## src/rtl/lc3x_ram.sv

```systemverilog
// ----------------------------------------------------------------------------
// lc3x_ram
// Generic single-write, single-read synchronous RAM with registered read.
// ----------------------------------------------------------------------------
module lc3x_ram #(
  parameter int unsigned WIDTH = 16,
  parameter int unsigned DEPTH = 256
) (
  input  logic                     clk,
  input  logic                     we,
  input  logic [$clog2(DEPTH)-1:0] waddr,
  input  logic [WIDTH-1:0]         wdata,
  input  logic [$clog2(DEPTH)-1:0] raddr,
  output logic [WIDTH-1:0]         rdata_r
);

  logic [WIDTH-1:0] mem [DEPTH];

  always_ff @(posedge clk) begin
    if (we) begin
      mem[waddr] <= wdata;
    end
    rdata_r <= mem[raddr];
  end

endmodule

```

## config.mk

```make
export PLATFORM = sky130hd
export DESIGN_NAME = lc3x_ram
export DESIGN_NICKNAME = d
export VERILOG_FILES = /design/src/rtl/lc3x_ram.sv
export SDC_FILE = /design/constraint.sdc
export NUM_CORES = 2
export LEC_CHECK = 0
export BUFFER_PORTS_ARGS = -buffer_cell sky130_fd_sc_hd__buf_4
export CORE_MARGIN = 1.5
export CORE_UTILIZATION = 60
export CTS_CLUSTER_SIZE = 20
export DETAILED_ROUTE_END_ITERATION = 8
export HOLD_SLACK_MARGIN = 0.02
export PLACE_DENSITY = 0.76
export RECOVER_POWER = 100
export SKIP_LAST_GASP = 1
export SLEW_MARGIN = 15
export SYNTH_ARGS = -nofsm -noshare
export SYNTH_HDL_FRONTEND = slang
export SYNTH_SLANG_ARGS = --single-unit
```

## constraint.sdc

```tcl
create_clock -name clk -period 3.3 [get_ports clk]
set_input_delay 0.33 -clock clk [delete_from_list [all_inputs] [get_ports clk]]
set_output_delay 0.33 -clock clk [all_outputs]
set_load 0.02 [all_outputs]
```

==> summary.txt <==
Critical path
  • Worst path required time: 3.75 ns
  • Critical Setup Path Class: input port to flip-flop
  • Worst setup EP type: flip-flop
  • CP startpoint kind: input port
  • Crit Path Max Fanout: 16
  • Critical path arrival: roughly 3.8 ns

Timing
  • RSZ-0062 raised after global routing: no
  • Fin Setup TNS: 0 ns
  • Clock skew: 0.07766 ns
  • Final worst slack: roughly 0.0031 ns
  • Post-route minimum period: between 3 and 4 ns
  • Finish-stage setup viols: 0
  • F_max: roughly 0.3 GHz
  • Rel. slew slack: -111.4%
  • Final period utilization: 99.91%
  • Final Max Tran Viols: 1,614
  • Final hold viol count: 0
  • WHS: 0.1399 ns
  • Tightest Pin Transition: 3.171 ns

Pwr
  • Tot Pwr: 109.3 mW
  • PD cells: 609.8 nW/um2
  • Peak VDD IR: 580.9 uV
  • P_leak: about 57 nW

Place
  • Post-Place Setup Slack: -0.3608 ns
  • Post-DP HPWL: 248,200 um
  • Placed Instances: 11.16k
  • Number of port buffers: 49
  • RePlAce Congestion: 0.9480
  • Instance area at placement: roughly 170,000 um2

Synth
  • Largest family of logic cells by synthesized area: multiplexers
  • Netlist cell types: 52
  • Ys async rst share: 0%
  • Synth Cell Area: approximately 160,000 um2
  • Post-synth EDFFs: slightly above 4k
  • Post-synthesis adder-cell area fraction: 0%
  • Cells after synthesis: 7,360
  • Register area share after synthesis: 77.70%
  • Synth Area per Inst: 21.56 um2
  • Simple-gate area share of the yosys netlist: 1.574%
  • Post-synthesis compound-gate area fraction: under 10%
  • Xor and xnor area share after synthesis: 0%
  • Post-synth net total: 7,394
  • Primary FF master, synth: edfxtp_1
  • Post-synthesis mux area share: 15.50%
  • #FFs+latches synth: 4,112
  • Count of yosys warnings during synthesis: 0

Drt
  • DRC errors left: 0
  • Via density: 6.929
  • Post-DR wirelength/cell: 35.48 um
  • Drt pass-1 iters: 9
  • DRC marker count from the first detailed-route iteration: 12.20k
  • Count of antenna-violating nets left after detailed routing: 0
  • WL final: between 400,000 and 500,000 um
  • Via count: 82.61k

Die
  • Die X: 517.3 um
  • # IOs: 50
  • CORE AREA: 262,700 um2
  • Initial Util: between 60 and 70%
  • Die ar.: ~270,000 um2
  • Row cnt: 188
  • Die height: 517.3 um

Clock tree
  • Clk pin slew, worst setup/hold paths: roughly 0.060 ns
  • Post-CTS Setup Inserts: 0
  • Clk root buf: clkbuf_16
  • Post_cts resized: 0
  • Htree depth: 5
  • CTS Hold Bufs: 15
  • Total CTS buffers: 400
  • CTS Sinks: around 4k
  • Clk buf depth: 4
  • CTS tree: done
  • Clk Latency, worst-skew pair: 0.94 ns

Global route
  • Pin count of the biggest net entering global routing: between 100 and 150
  • Initial antenna violation count: 28
  • Via count of the first global-routing pass: approximately 80k
  • Global-route wire length before repair: 597,900 um
  • Tot GR Track Use: 31.79%
  • Grt ovf: 0

Cells and area
  • Final core occ: roughly two thirds
  • Area delta synth->final: 12.90%
  • Final instance area: 179,200 um2
  • Share of cells above drive strength 1: between 20% and 30%
  • Final #Nets: 8,099
  • Filler Cell Count: 15.73k
  • Fin cells: between 10k and 15k

Outcome
  • Status: complete, but fails checks
  • Violated checks: max-capacitance violations, max-slew violations

Flow run
  • Max-Cap Viols: 36

Hold path
  • Hold WC Path Type: input port to flip-flop
==> cell usage in the layout, fill, tap and decap left out, drive strengths merged, types with 5 or more instances in the layout <==
cell         Yosys  layout
nor3            92      92
a22o            32      32
nand4           26      26
or2              5       5
o31ai           16      16
o21ai           38      38
dlygate4sd3      0      16
inv              4      22
mux2i          565     565
a2111oi          6       6
o22ai          148     148
o32ai           21      21
nor2           304     304
dfxtp           16      16
nor4            18      18
a22oi           43      43
clkinvlp         0      14
and3            11      11
a21oi          175     175
nand2           38      38
a221oi          28      28
nor2b            9       9
mux2            88      88
buf            222     357
edfxtp        4096    4096
bufinv           0      48
clkinv           0     157
diode            0      24
a31oi            6       6
mux4           797     797
o221ai         253     253
a211oi          18      18
clkbuf         230     864
nand3           35      35
==> cell usage after synthesis (6+ instances only) <==
| library cell | n | area share (%) |
|---|---|---|
| buf_1 | 27 | 0.064 |
| nor2_1 | 304 | 0.72 |
| a2111oi_0 | 6 | 0.033 |
| and3_1 | 11 | 0.043 |
| mux2i_1 | 565 | 3.6 |
| buf_2 | 76 | 0.24 |
| nand4_1 | 26 | 0.10 |
| nand3_1 | 35 | 0.11 |
| o32ai_1 | 20 | 0.11 |
| mux4_2 | 797 | 11 |
| o221ai_1 | 252 | 1.4 |
| a211oi_1 | 18 | 0.085 |
| nand2_1 | 38 | 0.090 |
| a21oi_1 | 175 | 0.55 |
| o22ai_1 | 148 | 0.58 |
| o21ai_0 | 37 | 0.12 |
| a31oi_1 | 6 | 0.024 |
| a221oi_1 | 28 | 0.15 |
| nor4_1 | 17 | 0.067 |
| edfxtp_1 | 4096 | 77 |
| buf_6 | 77 | 0.55 |
| clkbuf_1 | 230 | 0.54 |
| mux2_2 | 88 | 0.62 |
| buf_4 | 26 | 0.12 |
| buf_8 | 11 | 0.10 |
| o31ai_1 | 16 | 0.076 |
| nor3_1 | 92 | 0.29 |
| a22oi_1 | 43 | 0.20 |
| nor2b_1 | 9 | 0.035 |
| dfxtp_1 | 16 | 0.20 |
| a22o_1 | 32 | 0.18 |
==> final timing paths <==
check                            startpoint      endpoint  slack (ns)  cells past startpoint
worst max-delay path               waddr[2]  mem[128][14]       0.003                      7
worst min register to register  mem[232][8]    rdata_r[8]        1.05                      6
worst max register to register  mem[10][13]   rdata_r[13]        0.06                      7
worst min-delay path               raddr[7]   rdata_r[12]        0.14                      3
==> critical path, stage by stage <==
cell and delay (ns):
clkbuf_1 0.38, nor2_1 0.11, clkbuf_1 0.26, nand3_1 0.32, clkbuf_1 1.55, nor2_1 0.21
clkbuf_1 0.56
==> final cells by class <==
class / count / area, um2 / area share [%]
clock buffer: 482 / 10460 / 5.839
timing repair buffer: 755 / 5580 / 3.114
antenna: 24 / 60.06 / 0.03352
inverter: 4 / 27.53 / 0.01536
multi-input combinational: 2792 / 32750 / 18.28
tap: 3515 / 4398 / 2.454
sequential: 4112 / 123300 / 68.82
clock inverter: 237 / 2589 / 1.445
==> state kept, by name, indices dropped and copies added, names as in the netlist <==
register  flops
mem        4096
rdata_r      16
==> report_power, final <==
part           switching, mW  total (mW)  internal (mW)
registers              0.109        57.7           57.6
clock network           19.5        45.9           26.4
logic                   3.68        5.66           1.98
total                   23.3         109           86.0
==> kinds of logic (layout without fill, tap and decap cells) <==
kind of cell / count (synthesis) / after routing
AO/OA/AOI/OAI: 786 / 786
other: 0 / 24
AND/OR/NAND/NOR: 556 / 556
multiplexers: 1450 / 1450
flip-flops: 4112 / 4112
buffers and inverters: 456 / 1478
==> metal layers <==
layer	GRT usage, %	up-vias	part of all wire, %
met5	0	-	0.024
met4	15.04	16	5.7
met3	8.081	1105	13
met2	49.15	6138	47
met1	42.95	42650	34
li1	-	32700	-
No activity file was read; power rests on OpenSTA's default activity.
